[config.mk]
export PLATFORM = sky130hd
export DESIGN_NAME = drt_ctrl
export DESIGN_NICKNAME = d
export VERILOG_FILES = /design/src/drt_pkg.sv /design/src/drt_ctrl.sv
export SDC_FILE = /design/constraint.sdc
export NUM_CORES = 1
export LEC_CHECK = 0
export ABC_AREA = 1
export BUFFER_PORTS_ARGS = -buffer_cell sky130_fd_sc_hd__buf_2
export CAP_MARGIN = 10
export CORE_AREA = 3 3 40 42
export CTS_CLUSTER_SIZE = 14
export DETAILED_ROUTE_END_ITERATION = 10
export DIE_AREA = 0 0 43 45
export SLEW_MARGIN = 30
export SYNTH_ARGS = -nofsm -noshare
export SYNTH_HDL_FRONTEND = slang
export SYNTH_SLANG_ARGS = --single-unit
[constraint.sdc]
create_clock -name clk -period 1.15 [get_ports clk]
set_clock_uncertainty 0.05 [all_clocks]
set_input_delay 0.115 -clock clk [delete_from_list [all_inputs] [get_ports clk]]
set_output_delay 0.115 -clock clk [all_outputs]
set_load 0.02 [all_outputs]
[src/drt_pkg.sv]
// shared types and codes for the device record table
package drt_pkg;

  typedef enum logic [1:0] {
    CMD_ADD     = 2'd0,
    CMD_RM_ID   = 2'd1,
    CMD_RM_ADDR = 2'd2,
    CMD_READ    = 2'd3
  } cmd_t;

  typedef struct packed {
    logic [7:0]  dev_type;
    logic [7:0]  dev_id;
    logic [7:0]  pos_x;
    logic [7:0]  pos_y;
    logic [31:0] net_address;
  } rec_t;

  localparam int RecW = $bits(rec_t);

  typedef struct packed {
    cmd_t        command;
    rec_t        rec;
    logic [5:0]  entry_index;
  } in_word_t;

  typedef struct packed {
    logic        done_ok;
    logic [6:0]  entry_count;
    rec_t        rec;
  } out_word_t;

  typedef enum logic [2:0] {
    ST_IDLE,
    ST_ADD,
    ST_READ,
    ST_RWAIT,
    ST_SCAN,
    ST_HIT,
    ST_MOVE,
    ST_DONE
  } state_t;

  typedef struct packed {
    logic load;
    logic add_exec;
    logic rd_issue;
    logic rd_capture;
    logic scan_step;
    logic hit_capture;
    logic last_issue;
    logic move_write;
    logic drop;
    logic push_out;
  } dp_ctl_t;

  typedef struct packed {
    logic full;
    logic in_range;
    logic match;
    logic scan_done;
    logic hit_last;
    logic out_free;
  } dp_sts_t;

endpackage

[src/drt_ctrl.sv]
// record table controller state machine
module drt_ctrl (
  input  logic              clk,
  input  logic              rst_n,
  input  logic              in_valid,
  input  drt_pkg::cmd_t     in_cmd,
  output logic              in_ready,
  input  drt_pkg::dp_sts_t  sts,
  output drt_pkg::dp_ctl_t  ctl
);
  import drt_pkg::*;

  state_t state_r;
  state_t state_nxt;

  always_ff @(posedge clk) begin
    if (!rst_n) begin
      state_r <= ST_IDLE;
    end else begin
      state_r <= state_nxt;
    end
  end

  always_comb begin
    state_nxt = state_r;
    ctl       = '0;
    in_ready  = 1'b0;
    unique case (state_r)
      ST_IDLE: begin
        in_ready = 1'b1;
        if (in_valid) begin
          ctl.load = 1'b1;
          unique case (in_cmd)
            CMD_ADD:     state_nxt = ST_ADD;
            CMD_READ:    state_nxt = ST_READ;
            CMD_RM_ID,
            CMD_RM_ADDR: state_nxt = ST_SCAN;
            default:     state_nxt = ST_IDLE;
          endcase
        end
      end
      ST_ADD: begin
        ctl.add_exec = 1'b1;
        state_nxt    = ST_DONE;
      end
      ST_READ: begin
        if (sts.in_range) begin
          ctl.rd_issue = 1'b1;
          state_nxt    = ST_RWAIT;
        end else begin
          state_nxt = ST_DONE;
        end
      end
      ST_RWAIT: begin
        ctl.rd_capture = 1'b1;
        state_nxt      = ST_DONE;
      end
      ST_SCAN: begin
        priority if (sts.match) begin
          ctl.hit_capture = 1'b1;
          state_nxt       = ST_HIT;
        end else if (sts.scan_done) begin
          state_nxt = ST_DONE;
        end else begin
          ctl.scan_step = 1'b1;
        end
      end
      ST_HIT: begin
        if (sts.hit_last) begin
          ctl.drop  = 1'b1;
          state_nxt = ST_DONE;
        end else begin
          ctl.last_issue = 1'b1;
          state_nxt      = ST_MOVE;
        end
      end
      ST_MOVE: begin
        ctl.move_write = 1'b1;
        ctl.drop       = 1'b1;
        state_nxt      = ST_DONE;
      end
      ST_DONE: begin
        if (sts.out_free) begin
          ctl.push_out = 1'b1;
          state_nxt    = ST_IDLE;
        end
      end
      default: state_nxt = ST_IDLE;
    endcase
  end

endmodule

### After elaboration in Yosys (flattened, before gate mapping)

Cells that the tools add are included.

| cells by class | value |
|---|---|
| equality and inequality tests | 13 |
| reduce and logical (&&, ||, !) cells | 5 |
| muxes and demuxes | 26 |

Operators with widths:

| operator | number |
|---|---|
| $pmux W3 S6 | 1 |
| $mux W1 | 17 |
| $mux W3 | 5 |
| $eq A3 B3 Y1 const B | 4 |
| $pmux W3 S3 | 1 |
| $eq A3 B2 Y1 const B | 2 |
| $eq A2 B2 Y1 const B | 2 |
| $ne A2 B2 Y1 const B | 2 |
| $eq A3 B1 Y1 const B | 1 |
| $logic_not A3 Y1 | 1 |
| $ne A3 B3 Y1 const B | 1 |
| $reduce_and A3 Y1 | 1 |
| $reduce_or A3 Y1 | 1 |
| $eq A2 B1 Y1 const B | 1 |
| $logic_not A2 Y1 | 1 |
| $mux W2 | 1 |
| $pmux W1 S2 | 1 |
| $reduce_or A2 Y1 | 1 |

| word-level totals | value |
|---|---|
| output and inout port bits | 11 |
| input port bits | 11 |
| bits in registers | 3 |
| logic and storage cells | 45 |

### Logic depth before layout (Yosys ltp)

Gate-level depths: netlist (run 1).

| logic depth | value |
|---|---|
| word-level depth | 5 |
| mapped depth | 8 |
| gate-level depth less buffers | 7 |

### Least setup slack after synthesis (run 1)

Ideal clock, no wire load.

| path | value |
|---|---|
| path type | reg2out |
| from | register state_r[1] |
| to | output port ctl[4] in the netlist's numbering |
| buffers on the path | 1 |
| slack | -86 ps |
| data required time | 985 ps |
| stages on the path, launching flop included | 5 |
| arrival | 1071 ps |
| cells stage by stage | dfxtp_1 buf_6 nor2_2 inv_1 nor3_1 |

RTL lines:

| element | line | source |
|---|---|---|
| start: declaration | drt_ctrl.sv:13 | `state_t state_r;` |
| start signal: assignment | drt_ctrl.sv:20 | `state_r <= state_nxt;` |
| end: declaration | drt_ctrl.sv:9 | `output drt_pkg::dp_ctl_t ctl` |

==> results of run 1 <==
## cell usage after synthesis
cell	n	area, um2
dfxtp_1	3	60.1
nor3_1	4	20.0
nor2_2	1	6.26
a21oi_1	3	15.0
inv_2	1	3.75
and3_1	1	6.26
o21ai_1	1	5.00
nand2_2	1	6.26
buf_6	2	22.5
nand3_1	5	25.0
nor2_1	9	33.8
nor2_4	1	11.3
nand2_1	12	45.0
nand3_2	2	20.0
o21ai_0	2	10.0
ha_1	2	25.0
inv_1	12	45.0
nand4_1	1	6.26
## routing by layer
metal  vias up  GRT usage (%)  share of wire, %
li1        247              -                 -
met3         0           4.38               6.8
met2        14           18.0                52
met1       189           10.8                41
met5         -              0                 0
met4         0           7.23                 0
## timing repair
item,CTS,global route
setup endpoints to repair,12,13
hold buffers,0,0
buffers inserted,0,0
gates resized for setup,27,11
pin swaps,4,4
## per-stage QoR
stage          hold WS, ns  utilization (%)  area (um2)  worst slack (ns)
2_1_floorplan        0.191                -         372           -0.0335
3_3_place_gp         0.316             38.2         490           0.00236
3_5_place_dp         0.317             38.2         490           -0.0121
4_1_cts             0.0639             45.8         588            -0.100
5_1_grt             0.0837             48.2         619            -0.153
6_report            0.0683             48.2         619           -0.0994
## power by group through the flow
stage | Clock, mW | Sequential, mW | Combinational, mW
after global routing | 0.203 | 0.343 | 1.24
after CTS | 0.188 | 0.312 | 1.06
final | 0.181 | 0.327 | 1.14
after detailed placement | 0 | 0.256 | 0.909
after global placement | 0 | 0.255 | 0.903
after floorplan | 0 | 0.198 | 0.754
## worst reg2reg max path: cells and delay by family, from the launching register on
family          cells  cell delay [ns]
flops               1             0.37
simple gates        4             0.34
compound gates      2             0.21
## path summary, 6_finish.rpt
| kind | startpoint | end | slack (ns) |
|---|---|---|---|
| min | rst_n | state_r[0] | 0.07 |
| max | state_r[1] | ctl[1] | -0.1 |
| min reg2reg | state_r[1] | state_r[1] | 0.58 |
| max reg2reg | state_r[2] | state_r[2] | 0.07 |
## area by class of cell
cell class	instances	area, um2	share of cell area (%)
Clock buffer	4	26.3	4.24
Multi-Input combinational cell	45	287	46.3
Inverter	13	51.3	8.28
Tap cell	15	18.8	3.03
Sequential cell	3	71.3	11.5
Timing Repair Buffer	23	165	26.7
## cells by family after synthesis
logic type / share of synthesized area [%]
AO/OA/AOI/OAI: 8.19
adder cells (fa/ha/maj): 6.82
buffers and inverters: 19.5
flip-flops: 16.4
AND/OR/NAND/NOR: 49.1
==> out/metrics.yaml, run 1 <==
detailed_routing:
  vias: 450
  drt_iter0_markers: 1
  wl_per_cell_um: 9.23
  first_pass_iters: 4
  wirelength_um: 951
  antenna_left: 0
  viasPerCell: 4.37
  drc: 0
layout:
  largest_register_ffs: 3
  fin_cells: 103
  antenna_cells: 0
  area_growth_pct: 68.9
  final_common_cell: "buf_4"
  top_register: "state_r"
  largestRegisters: "state_r x3"
  layout_common_cells: "buf_4 (10), nand2_1 (9), buf_2 (9), inv_1 (8), nor2_1 (6)"
  nNetsFinal: 102
  drive_gt1_share_pct: 55.7
  fill_cells: 139
grt:
  antenna_found_initial: 0
  grt_usage_pct: 10.6
  grt_pass1_wl_um: 1500
  first_global_vias: 392
  grt_overflow: 0
  grt_max_degree: 8
place:
  dpl.cell_count: 99
  place_hpwl_um: 738
  routabilityCongestion: 0.738
  port_buffers: 20
job:
  maxCapViolCount: 0
floorplanning:
  core_area_mm2: 0.00128
  die_w_um: 43
  die-height_um: 45
  start_util_pct: 28.5
  die_area_mm2: 0.00194
  rows: 13
  io_pins: 22
power_and_ir_drop:
  cellLeakagePower_nw: 0.348
  peakVddDrop_mv: 1.20
  netSwitchingPower_mw: 0.842
  clkPwrFrac_pct: 11.0
  switching_share_pct: 51.1
  pwr-share-seq_pct: 19.8
  p_int_mw: 0.807
  p_comb_share_pct: 69.2
  p_per_area_mw_per_mm2: 2660
  p_total_mw: 1.65
yosys:
  syn-num-nets: 76
  yosysSeqAreaShare_pct: 16.4
  yosysUniqueCellTypes: 18
  ys_warn_count: 0
  syn_inst: 63
  synth-seq-cells: 3
  synth_area_um2: 367
  postSynthAreaPerCell_um2: 5.82
critical_path:
  cp.depth: 5
  path_max_fanout: 5
  rr_worst_depth: 6
  critPathBufInv: 2
  path_delay_family: "flip-flops"
  crit_arrival_ns: 1.08
  crit_type: "register to output port"
  critical_path_required_ns: 0.99
  slowest_stage: "dfxtp_4"
  path_cells: "buf_6, nor2_2, nand2_1, o21ai_1, buf_4"
  cpPeakStageDelay_ns: 0.36
  cp-end-kind: "output port"
  startpoint_type: "register"
timing:
  fin_ws_ns: -0.0994
  finalSetupViolations: 11
  slew_headroom_pct: 89.9
  rsz0062_at_grt: "yes"
  fin_crit_ns: 1.25
  tightest_slew_ns: 0.151
  period_share_pct: 109
  fmax_mhz: 800
  setup_tns_ns: -0.673
  drv_slew: 0
  hold_viol_final: 0
min_path:
  hp-class: "input port to register"
  hold_depth: 3
cts:
  cts_root_buf: "clkbuf_4"
  worst_skew_pair.late_latency_ns: 0.23
  clkSinkCount: 3
  cts_buffers: 3
  clkSlewWorstSetupHoldPaths_ns: 0.04
  cts_max_level: 1
  clockBufferDepth: 2
  cts_tree: "done"
run_status:
  outcome: "complete, but fails checks"
  violations: "setup timing"
No activity file was read; power rests on OpenSTA's default activity.
==> inputs of run 2 (changes only) <==
Settings changed: GPL_TIMING_DRIVEN set to 0.
==> run 2 against run 1 <==
  * The run still ends with setup timing left
  * Non-clock buffer count grew 7
  * Combinational power grew 29%
  * Largest power group unchanged
  * Sequential share of layout area shrank 1.9 points
  * First-iteration DRC count grew 100%
  * Cell area grew 11%
  * Sequential power shrank 24%
  * Core utilization grew 5.4 points
  * Via count grew 11%
  * Wire length grew 21%
  * Setup slack lost 0.087 ns
  * Register-to-register slack lost 0.19 ns
==> out/metrics.yaml, run 2 (same netlist as run 1, synthesis figures left out) <==
critical_path:
  crit_type: "register to output port"
  r2r_start: "state_r[1]"
  cp-startpoint: "state_r[1]"
  path_max_fanout: 5  # unchanged
  critical_path_required_ns: 0.99  # about the same
  crit_arrival_ns: 1.17  # +0.09 ns
  startpoint_type: "register"
  r2r_slack_ns: -0.12  # -0.19 ns
  cp-end-kind: "output port"
layout:
  final_core_util_pct: 53.6  # +5.4 points
  final_common_cell: "buf_4"
  multi_input_area_um2: 289  # +0.87%
  largest_register_ffs: 3  # unchanged
  seq_area_um2: 66.3  # -7.0%
  antenna_cells: 0  # unchanged
  design_area_um2: 688  # +11%
  largestRegisters: "state_r x3"
  nNetsFinal: 109  # +6.9%
  layout_common_cells: "buf_4 (13), nand2_1 (11), buf_2 (9), buf_6 (8), inv_1 (7)"
  fill_cells: 129  # -7.2%
  area_growth_pct: 87.7
  drive_gt1_share_pct: 60.0  # +4.3 points
  top_register: "state_r"
timing:
  slew_headroom_pct: 89.1  # -0.76 points
  tightest_slew_ns: 0.163  # +0.0114 ns
  finalSetupViolations: 14  # +3
  drv_slew: 0  # unchanged
  fin_ws_ns: -0.187  # -0.0871 ns
  hold_viol_final: 0  # unchanged
  fin_crit_ns: 1.34  # +0.0871 ns
  fmax_mhz: 748  # -6.5%
  period_share_pct: 116  # +7.6 points
  hold_slack_ns: 0.0643  # -0.00391 ns
  rsz0062_at_grt: "yes"
  setup_tns_ns: -1.62  # -0.947 ns
floorplanning:
  die-height_um: 45  # unchanged
  rows: 13  # unchanged
  die_area_mm2: 0.00194  # unchanged
  die_w_um: 43  # unchanged
  io_pins: 22  # unchanged
  start_util_pct: 28.5  # unchanged
  core_area_mm2: 0.00128  # unchanged
detailed_routing:
  antenna_left: 0  # unchanged
  viasPerCell: 4.53  # +3.6%
  drc: 0  # unchanged
  wirelength_um: 1150  # +21%
  drt_iter0_markers: 2  # +1
  vias: 498  # +11%
  wl_per_cell_um: 10.5  # +14%
  first_pass_iters: 2  # -2
power_and_ir_drop:
  clkPwrFrac_pct: 9.6  # -1.4 points
  pwr-share-seq_pct: 13.1  # -6.7 points
  netSwitchingPower_mw: 0.918  # +9.1%
  p_per_area_mw_per_mm2: 2760  # +3.6%
  cellLeakagePower_nw: 0.376  # +8.1%
  p_comb_share_pct: 77.3  # +8.1 points
  peakVddDrop_mv: 1.06  # -11%
  p_int_mw: 0.980  # +21%
  switching_share_pct: 48.4  # -2.7 points
cts:
  clkSinkCount: 3  # unchanged
  worst_skew_pair.late_latency_ns: 0.23  # about the same
  cts_tree: "done"
  clockBufferDepth: 2  # unchanged
  clkSlewWorstSetupHoldPaths_ns: 0.04  # about the same
  cts_hold_buf: 0  # unchanged
  cts_max_level: 1  # unchanged
  cts_root_buf: "clkbuf_4"
  cts_buffers: 3  # unchanged
grt:
  grt_overflow: 0  # unchanged
  grt_pass1_wl_um: 1980  # +32%
  grt_usage_pct: 13.7  # +3.1 points
  grt_max_degree: 9  # +1
  antenna_found_initial: 0  # unchanged
  first_global_vias: 515  # +31%
place:
  routabilityCongestion: 0.742  # +0.64%
  postPlaceCellArea_um2: 490  # unchanged
  port_buffers: 20  # unchanged
  post-place-ws_ns: -0.00270  # +0.00939 ns
  place_hpwl_um: 760  # +3.0%
min_path:
  hp-class: "input port to register"
  hold_start: "rst_n"
job:
  maxCapViolCount: 0  # unchanged
run_status:
  outcome: "complete, but fails checks"
  violations: "setup timing"
-- run 2: layout make-up --
type	instances	share of cell area, %
buffer	2	3.27
clock buffer	4	3.82
inverter	13	8.00
multi-input combinational	45	42.0
sequential	3	9.64
tap	15	2.73
timing repair buffer	28	30.5
-- run 2: routing by layer --
metal | vias to the layer above | share of wire, % | track usage (%)
met5 | - | 0 | 0
met4 | 0 | 0 | 7.83
met3 | 0 | 8.0 | 5.98
met2 | 16 | 56 | 25.1
met1 | 220 | 36 | 12.7
li1 | 262 | - | -
-- run 2: final timing paths --
path	to	cells past startpoint
setup / recovery	ctl[4]	5
hold / removal	state_r[0]	3
setup reg to reg	state_r[1]	8
hold reg to reg	state_r[0]	4
-- run 2: worst max-delay path, stage by stage, from the launching register on --
cell	delay [ns]
dfxtp_2	0.31
buf_6	0.13
nor2_4	0.11
inv_2	0.06
nor3_2	0.17
buf_4	0.16
-- run 2: what timing repair did --
item,in CTS,in global routing
setup endpoints to repair,12,14
gates cloned,1,0
buffers inserted,5,2
pin swaps,4,5
resized for setup,32,9
-- run 2: per-stage QoR --
stage	cells	power, mW
floorplan	63	0.952
global placement	98	1.17
detailed placement	98	1.17
CTS	108	1.75
global route	110	2.07
finish	110	1.90
-- run 2: power groups by stage --
stage / Combinational [mW] / Clock, mW / Sequential (mW)
2_1_floorplan: 0.754 / 0 / 0.198
3_5_place_dp: 0.960 / 0 / 0.207
5_1_grt: 1.60 / 0.207 / 0.257
3_3_place_gp: 0.960 / 0 / 0.206
4_1_cts: 1.32 / 0.191 / 0.242
6_report: 1.47 / 0.182 / 0.249
==> inputs of run 3 (changes only) <==
Settings changed: ABC_AREA 1 to unset.
==> run 3 against run 2 <==
  * The flow still finishes with violations (setup timing)
  * First-iteration DRC count grew 100%
  * Register-to-register slack worse by 0.14 ns
  * Critical path depth decreased by 2
  * Maximum frequency is 10% lower
  * Combinational power is 47% lower
  * Non-clock buffer count increased by 9
  * Sequential share of layout area shrank 1.2 points
  * Global-route usage shrank 0.072 points
  * Area after synthesis decreased by 9.6%
  * Setup slack worse by 0.15 ns
  * Critical path type unchanged
  * Largest power group unchanged
==> out/metrics.yaml, run 3 <==
power_and_ir_drop:
  switching_share_pct: 38.7  # -9.7 points
  peakVddDrop_mv: 0.568  # -46%
  p_int_mw: 0.703  # -28%
  p_per_area_mw_per_mm2: 1360  # -51%
  netSwitchingPower_mw: 0.444  # -52%
  clkPwrFrac_pct: 16.8  # +7.2 points
  p_comb_share_pct: 68.5  # -8.8 points
  cellLeakagePower_nw: 0.387  # +2.9%
  pwr-share-seq_pct: 14.7  # +1.6 points
  p_total_mw: 1.15  # -40%
critical_path:
  startpoint_type: "register"
  path_max_fanout: 5  # unchanged
  cp-end-kind: "output port"
  crit_type: "register to output port"
  r2r_slack_ns: -0.26  # -0.14 ns
  r2r_end: "state_r[0]"
  critical_path_required_ns: 0.99  # about the same
  rr_worst_depth: 3  # -5
  r2r_start: "state_r[0]"
  crit_arrival_ns: 1.32  # +0.15 ns
cts:
  cts_max_level: 1  # unchanged
  clkSinkCount: 3  # unchanged
  cts_tree: "done"
  cts_buffers: 3  # unchanged
  clkSlewWorstSetupHoldPaths_ns: 0.04  # about the same
  clockBufferDepth: 2  # unchanged
  cts_root_buf: "clkbuf_4"
  worst_skew_pair.late_latency_ns: 0.23  # about the same
detailed_routing:
  vias: 464  # -6.8%
  viasPerCell: 4.73  # +4.6%
  antenna_left: 0  # unchanged
  drc: 0  # unchanged
  wl_per_cell_um: 13.7  # +31%
  first_pass_iters: 4  # +2
  drt_iter0_markers: 4  # +2
  wirelength_um: 1340  # +16%
floorplanning:
  rows: 13  # unchanged
  die_w_um: 43  # unchanged
  die_area_mm2: 0.00194  # unchanged
  start_util_pct: 25.8  # -2.7 points
  io_pins: 22  # unchanged
  core_area_mm2: 0.00128  # unchanged
  die-height_um: 45  # unchanged
place:
  postPlaceCellArea_um2: 493  # +0.51%
  place_hpwl_um: 683  # -10%
  routabilityCongestion: 0.682  # -8.1%
  port_buffers: 20  # unchanged
layout:
  largestRegisters: "state_r x3"
  seq_area_um2: 71.3  # +7.5%
  design_area_um2: 842  # +22%
  antenna_cells: 0  # unchanged
  multi_input_area_um2: 349  # +21%
  area_growth_pct: 154
  largest_register_ffs: 3  # unchanged
  drive_gt1_share_pct: 79.5  # +20 points
  top_register: "state_r"
  layout_common_cells: "buf_6 (16), buf_4 (12), buf_2 (9), nor3b_2 (4), nand2_1 (4)"
  nNetsFinal: 97  # -11%
  fill_cells: 102  # -21%
  final_common_cell: "buf_6"
min_path:
  hold_depth: 3  # unchanged
  hold_end: "state_r[2]"
  hold_start: "rst_n"
  hp-class: "input port to register"
yosys:
  synthXorXnorAreaFrac_pct: 0  # unchanged
  synth_top_family_by_area: "simple AND/OR/NAND/NOR gates"
  yosys-top-cells-area: "dfxtp_1 (18%), nor3b_1 (14%), ha_1 (7.5%)"
  synth_top_area_share_pct: 18.1  # +1.7 points
  yosysTopAreaCell: "dfxtp_1"
  synthFlopType: "dfxtp_1"
  synthTopCellsByCount: "nor3b_1 (6), inv_1 (5), nand2_1 (4)"
  yosysUniqueCellTypes: 26  # +8
  synth_area_um2: 332  # -9.6%
  yosys.area_share.simple_pct: 44.5  # -4.6 points
  syn_inst: 43  # -32%
  yosysSeqAreaShare_pct: 18.1  # +1.7 points
  yosysMostFrequentCell: "nor3b_1"
  synthMuxAreaShare_pct: 0  # unchanged
  ys_warn_count: 0  # unchanged
  postSynthAreaPerCell_um2: 7.71  # +33%
  synthArstFlopShare_pct: 0  # unchanged
  synth_compound_gate_area_share_pct: 17.0  # +8.8 points
  synth-seq-cells: 3  # unchanged
  syn-num-nets: 56  # -26%
  synth_adder_area_share_pct: 7.55  # +0.72 points
  synth_edf_count: 0  # unchanged
timing:
  fin_ws_ns: -0.335  # -0.149 ns
  hold_viol_final: 0  # unchanged
  period_share_pct: 129  # +13 points
  slew_headroom_pct: 82.1  # -7.0 points
  setup_tns_ns: -2.69  # -1.07 ns
  finalSetupViolations: 14  # unchanged
  hold_slack_ns: 0.102  # +0.0379 ns
  rsz0062_at_grt: "yes"
  fmax_mhz: 673  # -10%
  drv_slew: 0  # unchanged
  tightest_slew_ns: 0.267  # +0.104 ns
  fin_crit_ns: 1.49  # +0.149 ns
grt:
  grt_overflow: 0  # unchanged
  grt_max_degree: 9  # unchanged
  grt_pass1_wl_um: 1980  # unchanged
  first_global_vias: 472  # -8.3%
  grt_usage_pct: 13.6  # -0.072 points
  antenna_found_initial: 0  # unchanged
run_status:
  violations: "setup timing"
  outcome: "complete, but fails checks"
job:
  maxCapViolCount: 0  # unchanged
[run 3: cell types whose count changed in the layout (fill, tap and decap cells not counted), sizes merged, moves of 2 or more]
cell,before,now
buf,30,39
nand2,13,4
nor2,11,2
inv,12,5
nand3,7,1
nor3b,0,6
o21ai,3,0
a21oi,3,1
nand2b,0,2
nor3,4,2
[run 3: per-layer routing]
metal | share of wire, % | wire (um) | global-route usage [%] | vias up
li1 | - | - | - | 232
met1 | 42 | 564 | 16.3 | 212
met2 | 51 | 691 | 23.7 | 18
met3 | 4.5 | 61 | 1.99 | 2
met4 | 1.8 | 24 | 7.23 | 0
met5 | 0 | 0 | 0 | -
[run 3: cell families (layout without fill, tap and decap cells)]
family,count (synthesis),in the layout
AND/OR/NAND/NOR,23,23
buffers and inverters,8,48
AO/OA/AOI/OAI,7,7
adder cells (fa/ha/maj),2,2
flip-flops,3,3
[run 3: worst max-delay path: stages (launching register included)]
cell and delay (ns):
dfxtp_4 0.36, or4_4 0.55, inv_2 0.07, buf_6 0.11
[run 3: repair_timing]
item | in CTS | in global routing
hold buffers | 0 | 0
setup endpoints to repair | 14 | 14
buffers inserted | 12 | 5
gates resized for setup | 41 | 14
pin swaps | 9 | 9
[run 3: cell type report]
type / instances / share of cell area (%)
sequential: 3 / 8.47
tap: 15 / 2.23
timing repair buffer: 37 / 38.5
multi-input combinational: 32 / 41.5
buffer: 2 / 3.12
inverter: 5 / 3.12
clock buffer: 4 / 3.12
[run 3: stage by stage]
step	std cells	setup slack [ns]	utilization, %
final	98	-0.335	65.5
after detailed placement	78	-0.177	38.4
after floorplan	43	-0.119	-
after CTS	94	-0.320	59.3
after global placement	78	-0.213	38.4
after global routing	98	-0.361	65.5
[run 3: how the worst max path moves through the flow]
stage               startpoint          to  slack, ns
floorplan           state_r[2]  state_r[0]      -0.12
global placement    state_r[1]  state_r[2]      -0.21
detailed placement  state_r[2]      ctl[5]      -0.18
CTS                 state_r[2]      ctl[5]      -0.32
global route        state_r[0]      ctl[5]      -0.36
finish              state_r[0]      ctl[5]      -0.34
[run 3: power groups by stage]
stage	clock (mW)	combinational (mW)	sequential, mW
3_5_place_dp	0	0.390	0.156
6_report	0.193	0.786	0.169
4_1_cts	0.188	0.683	0.154
5_1_grt	0.208	0.831	0.171
2_1_floorplan	0	0.293	0.152
3_3_place_gp	0	0.393	0.156
